===== src/hw/rtl/ptd_pkg.sv =====
// ptd_pkg: shared types and constants for the periodic task dispatcher
// used by ptd_div, periodic_task_dispatcher_core and ptd_checker
package ptd_pkg;

  localparam int unsigned DIV_W       = 31;   // dividend and quotient width
  localparam int unsigned PER_W       = 10;   // period and divisor width
  localparam int unsigned FREQ_MAX    = 1000; // highest legal rate in hertz
  localparam int unsigned BASE_MS     = 1000; // numerator of the period
  localparam int unsigned US_PER_MS   = 1000;
  localparam int unsigned RECIP3      = 683;  // 2^11 / 3, rounded up
  localparam int unsigned RECIP3_SH   = 11;
  localparam int unsigned MAX_RESULTS = 8;    // dispatches per scan

  typedef enum logic [2:0] {
    OP_ADD   = 3'd0,
    OP_TICK  = 3'd1,
    OP_SCAN  = 3'd2,
    OP_RPT   = 3'd3,
    OP_READ  = 3'd4,
    OP_CLEAR = 3'd5
  } op_e;

  typedef enum logic [1:0] {
    ST_DONE    = 2'd0,
    ST_REJECT  = 2'd1,
    ST_DUE     = 2'd2,
    ST_NOTHING = 2'd3
  } status_e;

  typedef struct packed {
    logic [2:0]  operation;
    logic [15:0] frequency_hz;
    logic [15:0] start_delay_ms;
    logic [3:0]  task_id;
    logic [31:0] runtime_us;
  } in_t;

  typedef struct packed {
    logic [31:0] run_count;
    logic [31:0] missed_total;
    logic [31:0] overrun_count;
    logic [31:0] last_runtime_us;
    logic [31:0] max_runtime_us;
  } stats_t;

  typedef struct packed {
    status_e     status;
    logic [3:0]  task_id_out;
    logic [30:0] missed_periods;
    logic        enabled;
    logic [31:0] run_count;
    logic [31:0] missed_total;
    logic [31:0] overrun_count;
    logic [31:0] last_runtime_us;
    logic [31:0] max_runtime_us;
    logic        last;
  } out_t;

  typedef struct packed {
    logic [31:0]      deadline;
    logic [PER_W-1:0] period;
  } sched_t;

  typedef struct packed {
    logic             start;
    logic [DIV_W-1:0] dividend;
    logic [PER_W-1:0] divisor;
  } div_req_t;

  typedef struct packed {
    logic             done;
    logic [DIV_W-1:0] quotient;
    logic [PER_W-1:0] remainder;
  } div_rsp_t;

  typedef enum logic [3:0] {
    S_IDLE,
    S_ADD_DIV,
    S_SC_RD,
    S_SC_CHK,
    S_SC_DIV,
    S_SC_NEXT,
    S_ST_RD,
    S_ST_MUL,
    S_ST_UPD,
    S_EMIT
  } state_e;

endpackage


===== src/hw/rtl/periodic_task_dispatcher_core.sv =====
// periodic_task_dispatcher_core: top level of the periodic task dispatcher
// depends on ptd_pkg and ptd_div
//
// Usage: one input channel (in_valid, in_stall, in_item) carries commands:
// add task, tick, scan, report runtime, read stats, reset stats. One output
// channel (out_valid, out_stall, out_item) returns result beats; the final
// beat of a command has last set. A scan returns one beat per due task,
// at most eight, or a single nothing-due beat.
// One command is in work at a time; in_stall stays high until its last beat
// is loaded into the output register, so the next command is taken while
// that beat still waits.
// Tick and rejected commands go straight to the output beat; report, read and
// reset pass the read, multiply and update states first. Add waits on the
// 31-step divider; a scan waits on the same shared divider per due slot.
// Schedule and statistics live in two one-port memories with a registered
// read; each slot is read, updated and written back before the next.
// Reset clears the tick counter and the task count; memories need no clear.
// A stalled output beat holds its value; work goes on until the next beat must load.
module periodic_task_dispatcher_core
  import ptd_pkg::*;
#(
  parameter int unsigned NUM_TASKS = 8
) (
  input  logic clk,
  input  logic rst,
  input  logic in_valid,
  output logic in_stall,
  input  in_t  in_item,
  output logic out_valid,
  input  logic out_stall,
  output out_t out_item
);

  localparam int unsigned AW = (NUM_TASKS > 1) ? $clog2(NUM_TASKS) : 1;

  state_e state, state_next;
  state_e ret;

  logic [31:0]   tick;
  logic [3:0]    tasks_added;
  in_t           item;
  logic [AW-1:0] slot;
  logic [3:0]    n;
  logic          held;
  out_t          res;
  logic [19:0]   thr;

  sched_t dl_mem [NUM_TASKS];
  stats_t st_mem [NUM_TASKS];
  sched_t dl_rd, dl_wdata;
  stats_t st_rd, st_wdata;
  logic   dl_we, st_we;

  div_req_t div_req;
  div_rsp_t div_rsp;

  logic        accept, out_load;
  logic        add_ok, tid_ok;
  logic [19:0] f_x3;
  logic [10:0] add_num;
  logic [31:0] late;
  logic        due;
  logic        scan_end;
  logic [31:0] first_dl;

  // build one result beat
  function automatic out_t beat(status_e st, logic [3:0] id, logic [30:0] missed,
                                logic en, stats_t s, logic lst);
    out_t b;
    b.status          = st;
    b.task_id_out     = id;
    b.missed_periods  = missed;
    b.enabled         = en;
    b.run_count       = s.run_count;
    b.missed_total    = s.missed_total;
    b.overrun_count   = s.overrun_count;
    b.last_runtime_us = s.last_runtime_us;
    b.max_runtime_us  = s.max_runtime_us;
    b.last            = lst;
    return b;
  endfunction

  assign accept   = in_valid && !in_stall;
  assign in_stall = rst || (state != S_IDLE);
  assign out_load = (state == S_EMIT) && (!out_valid || !out_stall);

  assign add_ok  = (in_item.frequency_hz != 16'd0)
                && (in_item.frequency_hz <= 16'(FREQ_MAX))
                && (tasks_added < 4'(NUM_TASKS));
  assign tid_ok  = in_item.task_id < tasks_added;
  assign f_x3    = in_item.frequency_hz[9:0] * 10'(RECIP3);
  assign add_num = 11'(BASE_MS) + 11'(f_x3 >> RECIP3_SH);

  assign late     = tick - dl_rd.deadline;
  assign due      = !late[31];
  assign scan_end = (n == 4'(MAX_RESULTS))
                 || ((5'(slot) + 5'd1) >= {1'b0, tasks_added});
  assign first_dl = tick + ((item.start_delay_ms == 16'd0)
                 ? 32'(div_rsp.quotient[PER_W-1:0]) : 32'(item.start_delay_ms));

  ptd_div u_div (
    .clk (clk),
    .rst (rst),
    .req (div_req),
    .rsp (div_rsp)
  );

  // memories with registered read at the current slot
  always_ff @(posedge clk) begin
    if (dl_we) dl_mem[slot] <= dl_wdata;
    if (st_we) st_mem[slot] <= st_wdata;
    dl_rd <= dl_mem[slot];
    st_rd <= st_mem[slot];
  end

  // next state
  always_comb begin
    state_next = state;
    unique case (state)
      S_IDLE: begin
        if (accept) begin
          priority case (in_item.operation)
            OP_ADD:  state_next = add_ok ? S_ADD_DIV : S_EMIT;
            OP_SCAN: state_next = (tasks_added != 4'd0) ? S_SC_RD : S_EMIT;
            OP_RPT, OP_READ, OP_CLEAR: state_next = tid_ok ? S_ST_RD : S_EMIT;
            default: state_next = S_EMIT;
          endcase
        end
      end
      S_ADD_DIV: if (div_rsp.done) state_next = S_EMIT;
      S_SC_RD:   state_next = S_SC_CHK;
      S_SC_CHK:  state_next = !due ? S_SC_NEXT : (held ? S_EMIT : S_SC_DIV);
      S_SC_DIV:  if (div_rsp.done) state_next = S_SC_NEXT;
      S_SC_NEXT: state_next = scan_end ? S_EMIT : S_SC_RD;
      S_ST_RD:   state_next = S_ST_MUL;
      S_ST_MUL:  state_next = S_ST_UPD;
      S_ST_UPD:  state_next = S_EMIT;
      S_EMIT:    if (out_load) state_next = ret;
      default:   state_next = S_IDLE;
    endcase
  end

  // memory writes and divider requests
  always_comb begin
    dl_we    = 1'b0;
    st_we    = 1'b0;
    dl_wdata = dl_rd;
    st_wdata = st_rd;
    div_req.start    = 1'b0;
    div_req.dividend = DIV_W'(add_num);
    div_req.divisor  = in_item.frequency_hz[PER_W-1:0];
    unique case (state)
      S_IDLE: begin
        div_req.start = accept && (in_item.operation == OP_ADD) && add_ok;
      end
      S_ADD_DIV: begin
        dl_we    = div_rsp.done;
        st_we    = div_rsp.done;
        dl_wdata = '{deadline: first_dl, period: div_rsp.quotient[PER_W-1:0]};
        st_wdata = '0;
      end
      S_SC_CHK: begin
        div_req.start    = due && !held;
        div_req.dividend = late[DIV_W-1:0];
        div_req.divisor  = dl_rd.period;
      end
      S_SC_DIV: begin
        dl_we = div_rsp.done;
        st_we = div_rsp.done;
        dl_wdata.deadline = tick - 32'(div_rsp.remainder) + 32'(dl_rd.period);
        st_wdata.missed_total = st_rd.missed_total + 32'(div_rsp.quotient);
      end
      S_ST_UPD: begin
        if (item.operation == OP_RPT) begin
          st_we = 1'b1;
          st_wdata.run_count       = st_rd.run_count + 32'd1;
          st_wdata.last_runtime_us = item.runtime_us;
          if (item.runtime_us > st_rd.max_runtime_us)
            st_wdata.max_runtime_us = item.runtime_us;
          if (item.runtime_us > 32'(thr))
            st_wdata.overrun_count = st_rd.overrun_count + 32'd1;
        end else if (item.operation == OP_CLEAR) begin
          st_we    = 1'b1;
          st_wdata = '0;
        end
      end
      default: ;
    endcase
  end

  // control and result registers
  always_ff @(posedge clk) begin
    if (rst) begin
      state       <= S_IDLE;
      ret         <= S_IDLE;
      tick        <= '0;
      tasks_added <= '0;
      held        <= 1'b0;
      n           <= '0;
      out_valid   <= 1'b0;
    end else begin
      state <= state_next;
      if (out_load) out_valid <= 1'b1;
      else if (!out_stall) out_valid <= 1'b0;
      unique case (state)
        S_IDLE: begin
          if (accept) begin
            item <= in_item;
            n    <= '0;
            held <= 1'b0;
            ret  <= S_IDLE;
            priority case (in_item.operation)
              OP_ADD: begin
                slot <= tasks_added[AW-1:0];
                res  <= beat(ST_REJECT, 4'd0, '0, 1'b0, '0, 1'b1);
              end
              OP_TICK: begin
                tick <= tick + 32'd1;
                res  <= beat(ST_DONE, 4'd0, '0, 1'b0, '0, 1'b1);
              end
              OP_SCAN: begin
                slot <= '0;
                res  <= beat(ST_NOTHING, 4'd0, '0, 1'b0, '0, 1'b1);
              end
              OP_RPT, OP_READ, OP_CLEAR: begin
                slot <= in_item.task_id[AW-1:0];
                res  <= beat(ST_REJECT, in_item.task_id, '0, 1'b0, '0, 1'b1);
              end
              default: res <= beat(ST_REJECT, 4'd0, '0, 1'b0, '0, 1'b1);
            endcase
          end
        end
        S_ADD_DIV: begin
          if (div_rsp.done) begin
            tasks_added <= tasks_added + 4'd1;
            res         <= beat(ST_DONE, 4'(slot), '0, 1'b1, '0, 1'b1);
          end
        end
        S_SC_CHK: begin
          if (due && held) begin
            held <= 1'b0;
            ret  <= S_SC_CHK;
          end
        end
        S_SC_DIV: begin
          if (div_rsp.done) begin
            held <= 1'b1;
            n    <= n + 4'd1;
            res  <= beat(ST_DUE, 4'(slot), div_rsp.quotient, 1'b0, '0, 1'b0);
          end
        end
        S_SC_NEXT: begin
          if (scan_end) begin
            ret  <= S_IDLE;
            held <= 1'b0;
            if (held) begin
              res.last <= 1'b1;
            end else begin
              res <= beat(ST_NOTHING, 4'd0, '0, 1'b0, '0, 1'b1);
            end
          end else begin
            slot <= slot + AW'(1);
          end
        end
        S_ST_MUL: thr <= dl_rd.period * 10'(US_PER_MS);
        S_ST_UPD: res <= beat(ST_DONE, res.task_id_out, '0, 1'b1, st_wdata, 1'b1);
        default: ;
      endcase
    end
  end

  // output register
  always_ff @(posedge clk) begin
    if (out_load) out_item <= res;
  end

endmodule


===== src/hw/rtl/ptd_div.sv =====
// ptd_div: restoring divider, one quotient bit per cycle
// depends on ptd_pkg for the request and response structs
module ptd_div
  import ptd_pkg::*;
(
  input  logic     clk,
  input  logic     rst,
  input  div_req_t req,
  output div_rsp_t rsp
);

  logic [DIV_W-1:0] quo;
  logic [PER_W-1:0] rem;
  logic [PER_W-1:0] dvs;
  logic [4:0]       cnt;
  logic             busy;
  logic             done;
  logic [PER_W:0]   part;
  logic             fits;

  // one trial subtraction per cycle
  assign part = {rem, quo[DIV_W-1]};
  assign fits = part >= {1'b0, dvs};

  always_ff @(posedge clk) begin
    if (rst) begin
      busy <= 1'b0;
      cnt  <= '0;
      done <= 1'b0;
    end else begin
      if (req.start) begin
        busy <= 1'b1;
        cnt  <= 5'(DIV_W);
        done <= 1'b0;
      end else if (busy) begin
        cnt <= cnt - 5'd1;
        if (cnt == 5'd1) begin
          busy <= 1'b0;
          done <= 1'b1;
        end else begin
          done <= 1'b0;
        end
      end else begin
        done <= 1'b0;
      end
    end
  end

  // datapath
  always_ff @(posedge clk) begin
    if (req.start) begin
      quo <= req.dividend;
      rem <= '0;
      dvs <= req.divisor;
    end else if (busy) begin
      quo <= {quo[DIV_W-2:0], fits};
      rem <= fits ? PER_W'(part - {1'b0, dvs}) : part[PER_W-1:0];
    end
  end

  assign rsp = '{done: done, quotient: quo, remainder: rem};

endmodule


===== config.mk =====
export PLATFORM = sky130hd
export DESIGN_NAME = periodic_task_dispatcher_core
export DESIGN_NICKNAME = d
export VERILOG_FILES = /design/src/hw/rtl/ptd_pkg.sv /design/src/hw/rtl/periodic_task_dispatcher_core.sv /design/src/hw/rtl/ptd_div.sv
export SDC_FILE = /design/constraint.sdc
export NUM_CORES = 2
export LEC_CHECK = 0
export BUFFER_PORTS_ARGS = -buffer_cell sky130_fd_sc_hd__buf_2
export CAP_MARGIN = 20
export CORE_MARGIN = 5
export CORE_UTILIZATION = 56
export DETAILED_ROUTE_END_ITERATION = 8
export PLACE_DENSITY_LB_ADDON = 0.3
export SLEW_MARGIN = 20
export SYNTH_ARGS = -nofsm -noshare
export SYNTH_HDL_FRONTEND = slang
export SYNTH_SLANG_ARGS = --single-unit

===== constraint.sdc =====
create_clock -name clk -period 40.3 [get_ports clk]
set_input_delay 6.045 -clock clk [delete_from_list [all_inputs] [get_ports clk]]
set_output_delay 6.045 -clock clk [all_outputs]
set_load 0.01 [all_outputs]

Word-level counts from Yosys, hierarchy flattened
Memories as Yosys holds them, arrays and structs flattened. A register that Yosys moved wholly into a read port is not among the register bits.
Index checks and enable logic that the tools add are counted.
{"block": "totals", "out_inout_bits": 201, "in_bits": 75, "register_bits": 577, "wordCells": 206, "memories": 2, "ramBits": 1616}
{"memory": "st_mem", "words": 8, "width": 160, "read_ports": 1, "rd_ports_with_merged_regs": 1, "wr": 1, "line": "periodic_task_dispatcher_core.sv:49", "rtl": "stats_t st_mem [NUM_TASKS];"}
{"memory": "dl_mem", "words": 8, "width": 42, "read_ports": 1, "rd_ports_with_merged_regs": 1, "wr": 1, "line": "periodic_task_dispatcher_core.sv:48", "rtl": "sched_t dl_mem [NUM_TASKS];"}
{"block": "classes", "n_addsub": 15, "n_lt_le_gt_ge": 7, "muxes": 67, "reduce_logical": 44, "multipliers": 2, "bitwise": 3, "eq_ne": 28}
{"cell": "$pmux W199 S5", "n": 1}
{"cell": "$mux W199", "n": 4}
{"cell": "$pmux W199 S3", "n": 1}
{"cell": "$mux W198", "n": 1}
{"cell": "$pmux W96 S2", "n": 1}
{"cell": "$mux W160", "n": 1}
{"cell": "$mux W32", "n": 4}
{"cell": "$pmux W32 S2", "n": 2}
{"cell": "$add A32 B1 Y32 const B", "n": 3}
{"cell": "$mux W96", "n": 1}
{"cell": "$pmux W32 S3", "n": 1}
{"cell": "$mux W31", "n": 2}
{"cell": "$mux W4", "n": 14}
{"cell": "$mux W41", "n": 1}
{"cell": "$pmux W4 S10", "n": 1}
{"cell": "$add A32 B10 Y32", "n": 1}
{"cell": "$add A32 B16 Y32", "n": 1}
{"cell": "$add A32 B31 Y32", "n": 1}
{"cell": "$gt A32 B20 Y1", "n": 1}
{"cell": "$gt A32 B32 Y1", "n": 1}
{"cell": "$sub A32 B10 Y32", "n": 1}
{"cell": "$sub A32 B32 Y32", "n": 1}
{"cell": "$pmux W4 S3", "n": 2}
{"cell": "$mul A10 B10 Y20 const B", "n": 1}
{"cell": "54 further kinds", "n": 118}

Depth between registers and ports, before layout
{"block": "logic_depth", "ltp_word": 8, "mapped_depth": 21}

Cells and area by module
From an unflattened synthesis, not the netlist that was laid out.
{"block": "unflattened", "hier_cells": 6539, "area_unflattened_um2": 96934.2}
{"mod": "periodic_task_dispatcher_core", "n_inst": 1, "area_each_um2": 94080.2, "cells_each": 6310, "seq_area_each_um2": 67594.8}
{"mod": "ptd_div", "n_inst": 1, "area_each_um2": 2854.0, "cells_each": 229, "seq_area_each_um2": 1571.5}

Worst setup path after synthesis
OpenSTA, ideal clock, no wires.
{"block": "synth_path", "kind": "input to register", "from": "input port rst", "to": "register res[100] (netlist bit), enable pin", "stages": 7, "path_buffers": 0, "t_required_ps": 39549, "arrival_ps": 17344, "setup_ps": 751, "setup_slack_ps": 22205, "path_cell_list": "nand2b_1 > nor2_1 > nor2_1 > a21o_1 > nor4_1 > nand2_1 > nor2_1"}
{"block": "synth_between", "elab_chain_len": 5}
{"element": "start, declared", "line": "periodic_task_dispatcher_core.sv:25", "rtl": "input logic rst,"}
{"element": "$logic_or A1 B1 Y1", "line": "periodic_task_dispatcher_core.sv:84", "rtl": "assign in_stall = rst || (state != S_IDLE);"}
{"element": "$logic_not A1 Y1", "line": "periodic_task_dispatcher_core.sv:83", "rtl": "assign accept = in_valid && !in_stall;"}
{"element": "$logic_and A1 B1 Y1", "line": "periodic_task_dispatcher_core.sv:83"}
{"element": "$ne A2 B2 Y1 (no source line)"}
{"element": "$reduce_and A7 Y1 (no source line) (*)"}
{"element": "end signal, assigned", "line": "periodic_task_dispatcher_core.sv:215", "rtl": "res <= beat(ST_REJECT, 4'd0, '0, 1'b0, '0, 1'b1);"}
{"element": "end signal, assigned", "line": "periodic_task_dispatcher_core.sv:219", "rtl": "res <= beat(ST_DONE, 4'd0, '0, 1'b0, '0, 1'b1);"}
{"element": "end signal, assigned", "line": "periodic_task_dispatcher_core.sv:223", "rtl": "res <= beat(ST_NOTHING, 4'd0, '0, 1'b0, '0, 1'b1);"}
{"element": "end, declared", "line": "periodic_task_dispatcher_core.sv:45", "rtl": "out_t res;"}
Every way passes the cells marked *; elsewhere a longest branch is shown, timed or not.
A chain may end at the register's enable or synchronous reset.

Final worst setup path
{"block": "layout_path", "from": "input port rst", "to": "output port in_stall"}
{"block": "layout_between", "elab_chain_len": 1}
{"element": "$logic_or A1 B1 Y1", "line": "periodic_task_dispatcher_core.sv:84"}
{"element": "end, declared", "line": "periodic_task_dispatcher_core.sv:27", "rtl": "output logic in_stall,"}
No other way between the ends.

==> impl_metrics.xml <==
<?xml version="1.0" encoding="UTF-8"?>
<metrics>
  <group name="outcome">
    <metric name="result_of_the_run" unit="">completed</metric>
  </group>
  <group name="clock_tree">
    <metric name="root_buffer" unit="">sky130_fd_sc_hd__clkbuf_16</metric>
    <metric name="htree_num_levels" unit="">4</metric>
    <metric name="hold_buffers" unit="">0</metric>
    <metric name="worst_skew_pair.late_latency" unit="ns">0.86</metric>
    <metric name="cts_setup_buffers" unit="">0</metric>
    <metric name="tritoncts.num_buffers" unit="">227</metric>
    <metric name="clock_sinks" unit="">2392</metric>
    <metric name="cts.reportedPaths.clkPinSlew" unit="ns">0.08</metric>
    <metric name="cts_tree" unit="">yes</metric>
    <metric name="cts_repair_resize_count" unit="">0</metric>
    <metric name="clock_path_buffers" unit="">3</metric>
  </group>
  <group name="floorplan">
    <metric name="core" unit="um2">172000</metric>
    <metric name="floorplan.die_area" unit="um2">181000</metric>
    <metric name="floorplan.die.width" unit="um">425</metric>
    <metric name="row_count" unit="">152</metric>
    <metric name="io_pins" unit="">276</metric>
    <metric name="initial_utilization" unit="%">56.3</metric>
    <metric name="floorplan.die.height" unit="um">425</metric>
  </group>
  <group name="place">
    <metric name="place_congestion" unit="">0.863</metric>
    <metric name="port-buffer-count" unit="">275</metric>
    <metric name="detailed_place_hpwl" unit="um">142000</metric>
    <metric name="placed_cells_incl_taps" unit="">8852</metric>
  </group>
  <group name="timing">
    <metric name="rsz0062_at_grt" unit="">no</metric>
    <metric name="setup-tns-final" unit="ns">0</metric>
    <metric name="timing.clock.skew" unit="ns">0.0414</metric>
    <metric name="count_of_endpoints_failing_hold_in_the_final_timing_report" unit="">0</metric>
    <metric name="final.period_utilization" unit="%">32.4</metric>
    <metric name="transition_time_at_the_pin_with_the_least_slew_margin" unit="ns">1.14</metric>
    <metric name="final.min_clock_period" unit="ns">13.06</metric>
    <metric name="slew-limit-headroom" unit="%">21.6</metric>
    <metric name="hold_slack" unit="ns">0.412</metric>
    <metric name="maxSlewViolCount" unit="">0</metric>
    <metric name="max_freq" unit="MHz">76.5</metric>
    <metric name="timing.final.setup_violations" unit="">0</metric>
  </group>
  <group name="drt">
    <metric name="route.vias.total" unit="">59000</metric>
    <metric name="detailedRoute.firstPassIterationCount" unit="">8</metric>
    <metric name="drt_iter0_markers" unit="">6872</metric>
    <metric name="drtAntennaViolNets" unit="">0</metric>
    <metric name="vias_per_cell" unit="">6.35</metric>
    <metric name="final_routed_wirelength" unit="um">249000</metric>
    <metric name="drc_errors" unit="">0</metric>
    <metric name="wire_per_inst" unit="um">26.8</metric>
  </group>
  <group name="global_route">
    <metric name="first_global_vias" unit="">58900</metric>
    <metric name="antenna_found_initial" unit="">4</metric>
    <metric name="track_usage" unit="%">27.2</metric>
    <metric name="grt_first_pass_wirelength" unit="um">371000</metric>
    <metric name="globalRouteOverflowTotal" unit="">0</metric>
    <metric name="grt_start_max_net_pins" unit="">158</metric>
  </group>
  <group name="setup_path">
    <metric name="worstSetupStartpointType" unit="">input port</metric>
    <metric name="cp_max_fo" unit="">59</metric>
    <metric name="crit_required" unit="ns">34.26</metric>
    <metric name="setup.worst_path.class" unit="">in2out</metric>
    <metric name="worst_r2r_endpoint" unit="">dl_mem[1][39]</metric>
    <metric name="timing.critical_path.buf_inv" unit="">3</metric>
    <metric name="critical-path-slowest-cell" unit="">sky130_fd_sc_hd__or3_1</metric>
    <metric name="worst_setup_path_end_kind" unit="">output pin</metric>
    <metric name="crit-reg2reg-launch" unit="">dl_rd[7]</metric>
    <metric name="worst_path_dominant_cell_family" unit="">buffers and inverters</metric>
    <metric name="rrSetupSlack" unit="ns">34.88</metric>
    <metric name="worst_ep_arrival_time" unit="ns">7.02</metric>
    <metric name="timing.critical_path.cells" unit="">buf_2, buf_4, or3_1, buf_2</metric>
    <metric name="r2r.worst_path.cells" unit="">13</metric>
    <metric name="critical_path.max_stage_delay" unit="ns">0.42</metric>
    <metric name="cp_common_cell" unit="">sky130_fd_sc_hd__buf_2</metric>
  </group>
  <group name="pwr">
    <metric name="power.combinational.fraction" unit="%">27.8</metric>
    <metric name="pwr-share-clk" unit="%">27.8</metric>
    <metric name="power.static_leakage" unit="nW">38.2</metric>
    <metric name="sequential_share_of_power" unit="%">44.4</metric>
    <metric name="intPower" unit="W">0.00534</metric>
    <metric name="powerDensity" unit="nW/um2">72.1</metric>
    <metric name="vdd_drop_max" unit="mV">0.115</metric>
    <metric name="power.switching" unit="W">0.00249</metric>
    <metric name="power.share.switching" unit="%">31.8</metric>
    <metric name="report.power.total" unit="W">0.00784</metric>
  </group>
  <group name="cells_and_area">
    <metric name="layout.filler_cells" unit="">12300</metric>
    <metric name="layout_commonest_cell" unit="">sky130_fd_sc_hd__edfxtp_1</metric>
    <metric name="multi_input_comb_area" unit="um2">25500</metric>
    <metric name="most_frequent_cells_in_the_layout" unit="">sky130_fd_sc_hd__edfxtp_1, sky130_fd_sc_hd__a22oi_1, sky130_fd_sc_hd__ha_1</metric>
    <metric name="layout.area.seq" unit="um2">69200</metric>
    <metric name="finish.net_count" unit="">7221</metric>
    <metric name="layout-area-overhead-vs-synth" unit="%">12.4</metric>
    <metric name="instances_no_fill" unit="">9290</metric>
    <metric name="final_layout_size_suffix_gt1_share" unit="%">12.2</metric>
  </group>
  <group name="yosys">
    <metric name="count_of_synthesis_stage_warnings_from_yosys" unit="">0</metric>
    <metric name="syn_area_per_cell" unit="um2">14.9</metric>
    <metric name="synth_sequential_area_ratio" unit="%">71.6</metric>
    <metric name="synth_cell_types" unit="">83</metric>
    <metric name="async_flop_share" unit="%">0</metric>
    <metric name="synthesis.instances" unit="">6481</metric>
    <metric name="postSynth.topFlopCell" unit="">sky130_fd_sc_hd__edfxtp_1</metric>
    <metric name="synth_edf_count" unit="">2126</metric>
    <metric name="synth.net_count" unit="">6930</metric>
    <metric name="ys_ff_latch" unit="">2392</metric>
    <metric name="netlist_area_before_placement" unit="um2">96700</metric>
  </group>
  <group name="min_path">
    <metric name="timing.hold.worst.class" unit="">reg2reg</metric>
    <metric name="hold-path-cell-count" unit="">0</metric>
    <metric name="min_delay_worst_endpoint" unit="">out_item[191]</metric>
    <metric name="min_from" unit="">res[191]</metric>
  </group>
  <group name="run">
    <metric name="max_cap_viol_count" unit="">0</metric>
  </group>
</metrics>
## power by group through the flow
stage	clock [W]	sequential [W]	combinational, W
3_3_place_gp	0	0.00352	0.00208
4_1_cts	0.00220	0.00348	0.00217
3_5_place_dp	0	0.00352	0.00215
6_report	0.00218	0.00348	0.00218
5_1_grt	0.00232	0.00350	0.00242
2_1_floorplan	0	0.00346	0.00155
## metal layers
metal	routed length (um)	track usage [%]
met5	13	0
met4	9020	10.0
met3	23000	4.26
met2	118000	44.0
met1	98900	37.7
## area by class of cell
type	instances	area share, %
Clock buffer	305	5.77
Inverter	288	1.00
Antenna cell	4	0.00921
Multi-Input combinational cell	3476	23.4
Tap cell	2310	2.66
Sequential cell	2392	63.6
Timing Repair Buffer	387	2.12
Clock inverter	128	1.34
## synthesized netlist by cell type (17+ instances only)
cell | number | area (um2)
sky130_fd_sc_hd__a211oi_1 | 22 | 165
sky130_fd_sc_hd__a21o_1 | 116 | 871
sky130_fd_sc_hd__a21oi_1 | 191 | 956
sky130_fd_sc_hd__a22o_1 | 110 | 963
sky130_fd_sc_hd__a22oi_1 | 866 | 6500
sky130_fd_sc_hd__a31oi_1 | 27 | 169
sky130_fd_sc_hd__and2_1 | 23 | 144
sky130_fd_sc_hd__and3_1 | 94 | 588
sky130_fd_sc_hd__buf_1 | 37 | 139
sky130_fd_sc_hd__clkbuf_1 | 284 | 1070
sky130_fd_sc_hd__dfxtp_1 | 266 | 5330
sky130_fd_sc_hd__edfxtp_1 | 2126 | 63800
sky130_fd_sc_hd__fa_1 | 66 | 1320
sky130_fd_sc_hd__ha_1 | 308 | 3850
sky130_fd_sc_hd__inv_1 | 285 | 1070
sky130_fd_sc_hd__nand2_1 | 233 | 875
sky130_fd_sc_hd__nand2b_1 | 34 | 213
sky130_fd_sc_hd__nand3_1 | 114 | 571
sky130_fd_sc_hd__nand4_1 | 250 | 1560
sky130_fd_sc_hd__nor2_1 | 264 | 991
sky130_fd_sc_hd__nor2b_1 | 24 | 150
sky130_fd_sc_hd__nor3_1 | 53 | 265
sky130_fd_sc_hd__nor4_1 | 17 | 106
sky130_fd_sc_hd__o211ai_1 | 19 | 143
sky130_fd_sc_hd__o21a_1 | 28 | 210
sky130_fd_sc_hd__o21ai_0 | 184 | 921
sky130_fd_sc_hd__o31ai_1 | 19 | 143
sky130_fd_sc_hd__or2_2 | 33 | 206
sky130_fd_sc_hd__or3_1 | 29 | 181
sky130_fd_sc_hd__xnor2_1 | 119 | 1040
sky130_fd_sc_hd__xor2_1 | 56 | 490
## stage by stage
stage	area [um2]	worst slack [ns]	utilization (%)
floorplan	96700	22.20	-
global placement	101000	27.23	58.7
detailed placement	101000	27.23	58.8
CTS	109000	27.23	63.3
global route	109000	27.18	63.3
finish	109000	27.24	63.3
## how the worst max path moves through the flow
| stage | start | endpoint | cells after the start |
|---|---|---|---|
| finish | rst | in_stall | 4 |
| global route | rst | in_stall | 4 |
| CTS | rst | in_stall | 4 |
| detailed placement | rst | in_stall | 4 |
| global placement | rst | in_stall | 4 |
| floorplan | rst | res[100] | 7 |
## state kept, by name, indices dropped and copies added (netlist names), 3 cells and up
register     flops
state            4
slot             3
res            199
u_div.cnt        5
dl_mem         336
u_div.rem       10
dl_rd           42
tasks_added      4
u_div.quo       31
st_mem        1280
thr             17
out_item       199
item            51
tick            32
n                4
u_div.dvs       10
st_rd          160
## cells by family after synthesis
group                    share of synthesized area [%]
multiplexers                                     0.282
XOR/XNOR                                          1.59
AND/OR/NAND/NOR                                   6.43
buffers and inverters                             2.40
AO/OA/AOI/OAI                                     12.4
flip-flops                                        71.6
adder cells (fa/ha/maj)                           5.35
Power figures use the tool's default switching activity.
